`config.mk`:
```
export PLATFORM = sky130hd
export DESIGN_NAME = thte_ram
export DESIGN_NICKNAME = d
export VERILOG_FILES = /design/src/rtl/tag_hash_table_engine_defines.svh /design/src/rtl/thte_ram.sv
export SDC_FILE = /design/constraint.sdc
export NUM_CORES = 1
export LEC_CHECK = 0
export ABC_CLOCK_PERIOD_IN_PS = 1800
export BUFFER_PORTS_ARGS = -buffer_cell sky130_fd_sc_hd__buf_2
export CAP_MARGIN = 20
export CELL_PAD_IN_SITES_DETAIL_PLACEMENT = 1
export CELL_PAD_IN_SITES_GLOBAL_PLACEMENT = 1
export CORE_MARGIN = 10
export CORE_UTILIZATION = 48
export CTS_CLUSTER_DIAMETER = 200
export DETAILED_ROUTE_END_ITERATION = 7
export PLACE_DENSITY = 0.86
export SYNTH_ARGS = -nofsm -noshare
export SYNTH_HDL_FRONTEND = slang
export SYNTH_SLANG_ARGS = --single-unit
```
`constraint.sdc`:
```
create_clock -name clk -period 1.8 [get_ports clk]
set_input_delay 0.36 -clock clk [delete_from_list [all_inputs] [get_ports clk]]
set_output_delay 0.36 -clock clk [all_outputs]
set_load 0.05 [all_outputs]
```
`src/rtl/tag_hash_table_engine_defines.svh`:
```
`ifndef TAG_HASH_TABLE_ENGINE_DEFINES_SVH
`define TAG_HASH_TABLE_ENGINE_DEFINES_SVH

// Same-cycle implication, checked out of reset.
`define THTE_ASSERT_IMP(lbl, ante, cons) \
  lbl: assert property (@(posedge clk) disable iff (!rst_n) (ante) |-> (cons)) \
    else $error("tag hash table check failed");

// Next-cycle implication, checked out of reset.
`define THTE_ASSERT_NXT(lbl, ante, cons) \
  lbl: assert property (@(posedge clk) disable iff (!rst_n) (ante) |=> (cons)) \
    else $error("tag hash table check failed");

`endif

```
`src/rtl/thte_ram.sv`:
```
module thte_ram #(
  parameter int WIDTH = 8,
  parameter int DEPTH = 16
) (
  input  logic                                 clk,
  input  logic                                 we,
  input  logic [(DEPTH > 1 ? $clog2(DEPTH) : 1)-1:0] waddr,
  input  logic [WIDTH-1:0]                     wdata,
  input  logic                                 re,
  input  logic [(DEPTH > 1 ? $clog2(DEPTH) : 1)-1:0] raddr,
  output logic [WIDTH-1:0]                     rdata
);

  logic [WIDTH-1:0] mem [DEPTH];
  logic [WIDTH-1:0] rd_q_r;

  always_ff @(posedge clk) begin
    if (we) begin
      mem[waddr] <= wdata;
    end
  end

  always_ff @(posedge clk) begin
    if (re) begin
      rd_q_r <= mem[raddr];
    end
  end

  assign rdata = rd_q_r;

endmodule

```
# Yosys cells after proc, flatten, opt, wreduce, memory -nomap -nowiden
# Memory sizes are Yosys's and may differ from the RTL's. A register that Yosys moved wholly into a read port is not among the register bits.
# Index checks and enable logic that the tools add are counted.
# op_classes
n_mux	2
# ops
cell	count
$mux W1	2
# word_totals
ram_bits	128
output_inout_bits	8
memories	1
elab_cells	3
ff_bits	0
# mem_list
name	depth	width	read_ports	rd_clocked_by_memory_dff	wr	line_no	source
mem	16	8	1	1	1	thte_ram.sv:14	logic [WIDTH-1:0] mem [DEPTH];

# Depth between registers and ports, before layout
# logic_depth
ltp_word	2
mapped_depth	5

# Least setup slack after synthesis
# OpenSTA, ideal clock, no wires.
# synth_timing
path_type	input to register
start	input waddr[2] (netlist name)
end	memory mem[0][0] (enable)
path_buffers	0
required_time_ns	1.417
arrival_ns	1.470
slack_ns	-0.053
path_stages	2
path_cell_list	or3b_2 > nor3_1
# synth_lines
element	line_no	source
start, declared	thte_ram.sv:7	input logic [(DEPTH > 1 ? $clog2(DEPTH) : 1)-1:0] waddr,
end, declared	thte_ram.sv:14	
# Straight into the memory's write port.

# Worst setup path in the final report
# layout_timing
start	register rd_q_r[7] (netlist: rdata[7]), read port of mem
end	output rdata[7]
# layout_lines
element	line_no	source
start, declared	thte_ram.sv:15	logic [WIDTH-1:0] rd_q_r;
end, declared	thte_ram.sv:11	output logic [WIDTH-1:0] rdata
# No word-level cell between the ends.

==> flow_summary.json <==
{
  "holdPathStages": 1,
  "period_needed_ns": 1.55,
  "setup_violations": 0,
  "place_congestion": 0.771,
  "met2_usage": 0.234,
  "slowest_delay_ns": 0.39,
  "grt_pass1_wl_mm": 17.4,
  "fp.coreArea_sq_um": 10700,
  "maxSlewViolCount": 0,
  "finalHoldViolations": 0,
  "ys_seq_elements": 136,
  "final_cell_mix": "edfxtp_1 (136), buf_2 (26), buf_4 (23), mux4_2 (18)",
  "critPathTopFamily": "flip-flops",
  "top_level_ports": 27,
  "timing.hold.ws_ns": 0.233,
  "detail-route-antenna-nets": 0,
  "worstSetupStartpointType": "flip-flop",
  "wl_mm": 11.2,
  "port_buffers": 26,
  "antenna_found_initial": 0,
  "place_area_sq_um": 5700,
  "die_h_microns": 124,
  "area_growth_pct": 19.3,
  "syn-mean-instance-area_sq_um": 22.8,
  "drc_errors": 0,
  "power_leakage_uw": 0.00213,
  "instances_no_fill": 444,
  "cts_resized": 0,
  "clock_path_buffers": 2,
  "fin_crit_sh": 0.860,
  "cts_inserted_buffers": 17,
  "dp.cells": 412,
  "synth_warnings": 0,
  "floorplan.initialDensity": 0.486,
  "worst_pin_slew_ns": 0.444,
  "grt_util_met1": 0.194,
  "post-dp-hpwl_mm": 7.39,
  "clock-sinks": 136,
  "critical_path_cell_count": 1,
  "h-tree-depth": 4,
  "r2r.worst_path.cells": 3,
  "dr.pass1.iters": 4,
  "globalRouteTotalUtil": 0.150,
  "utilization": 0.581,
  "ir_drop_v": 0.000572,
  "worstPathCellList": "buf_2",
  "die_w_microns": 124,
  "cts.clk_slew.worst_paths_ns": 0.06,
  "vias_per_cell": 5.68,
  "crit_slowest_cell": "edfxtp_1",
  "synthCells": 229,
  "clk-insertion-delay-late_ns": 0.51,
  "status": "finished clean",
  "grt_max_degree": 25,
  "slew-limit-headroom": 0.704,
  "drv_cap": 0,
  "cts_setup_buffers": 0,
  "final_common_cell": "edfxtp_1",
  "vias": 2520,
  "met3_usage": 0.0460,
  "tns_ns": 0,
  "powerDensity_nw_per_um2": 1140,
  "syn_nets": 248,
  "end_kind": "primary output",
  "root_buffer": "clkbuf_8",
  "holdBufCountCts": 0,
  "drt_iter0_markers": 297,
  "ys_types": 18,
  "cts_tree": "yes",
  "fmax_mhz": 646,
  "holdCritPathClass": "input pin to flip-flop",
  "path_buf_inv": 1,
  "crit_type": "flip-flop to primary output",
  "arrival_ns": 1.19,
  "synth-seq-area-share": 0.781,
  "die-area_sq_um": 15500,
  "grt_overflow": 0,
  "layout-drive-gt1-share": 0.326,
  "skew_ns": 0.00815,
  "rsz0062_at_grt": "no",
  "layout.nets": 310,
  "crit_required_ns": 1.44,
  "busiest_layer": "met2",
  "synth_area_sq_um": 5230,
  "diodes": 0,
  "crit_fanout": 1,
  "core.rowCount": 38,
  "final_area_sq_um": 6240,
  "post_drt_wl_per_cell_microns": 25.3,
  "grt_pass1_vias": 2772
}
registers in the layout, summed over array words and instances, names as in the netlist:
| signal | cells |
|---|---|
| mem | 128 |
| rdata | 8 |
Yosys cell counts:
cell type / instances / area share
nor2_1: 13 / 0.0093
and2b_1: 1 / 0.0014
nor2b_1: 1 / 0.0012
and2_1: 1 / 0.0012
mux4_1: 14 / 0.070
clkdlybuf4s25_2: 3 / 0.0057
buf_2: 3 / 0.0029
mux4_2: 18 / 0.078
a22oi_1: 16 / 0.023
nand2b_1: 2 / 0.0024
nand2_1: 9 / 0.0065
nand3b_1: 2 / 0.0029
edfxtp_1: 136 / 0.78
nor3_1: 4 / 0.0038
nand3_1: 1 / 0.00096
or3b_2: 1 / 0.0017
buf_6: 3 / 0.0065
buf_4: 1 / 0.0014
metrics by stage:
stage               worst slack (ns)  total power [uW]
floorplan                      0.158              3880
global placement              -0.186              4040
detailed placement            -0.231              4070
CTS                            0.211              7160
global route                   0.176              7340
finish                         0.252              7110
layout make-up:
class,count,area [sq um]
Multi-Input combinational cell,83,1060
Clock buffer,20,425
Fill cell,952,4510
Timing Repair Buffer,53,383
Clock inverter,12,109
Tap cell,140,175
Sequential cell,136,4080
worst paths after layout:
path | startpoint | endpoint | slack, ns
max | rdata[7] | rdata[7] | 0.25
max reg2reg | mem[1][3] | rdata[3] | 0.26
min | re | rdata[2] | 0.23
min reg2reg | mem[4][2] | rdata[2] | 0.76
kinds of logic (layout without fill, tap and decap cells):
logic type | Yosys count | after routing | share of synthesized area
flip-flops | 136 | 136 | 0.781
AND/OR/NAND/NOR | 35 | 35 | 0.0314
multiplexers | 32 | 32 | 0.148
AO/OA/AOI/OAI | 16 | 16 | 0.0230
buffers and inverters | 10 | 85 | 0.0165
report_power, final:
part           switching, uW  total [uW]  internal (uW)
Sequential              21.8        3590           3570
Combinational            249         406            157
Clock                   1170        3110           1940
Total                   1440        7110           5660
per-layer routing:
layer | vias up | wire length [microns]
met4 | 0 | 188
met5 | - | 0
met2 | 82 | 5590
met1 | 1322 | 4850
li1 | 1104 | -
met3 | 12 | 598
Power figures use the tool's default switching activity.
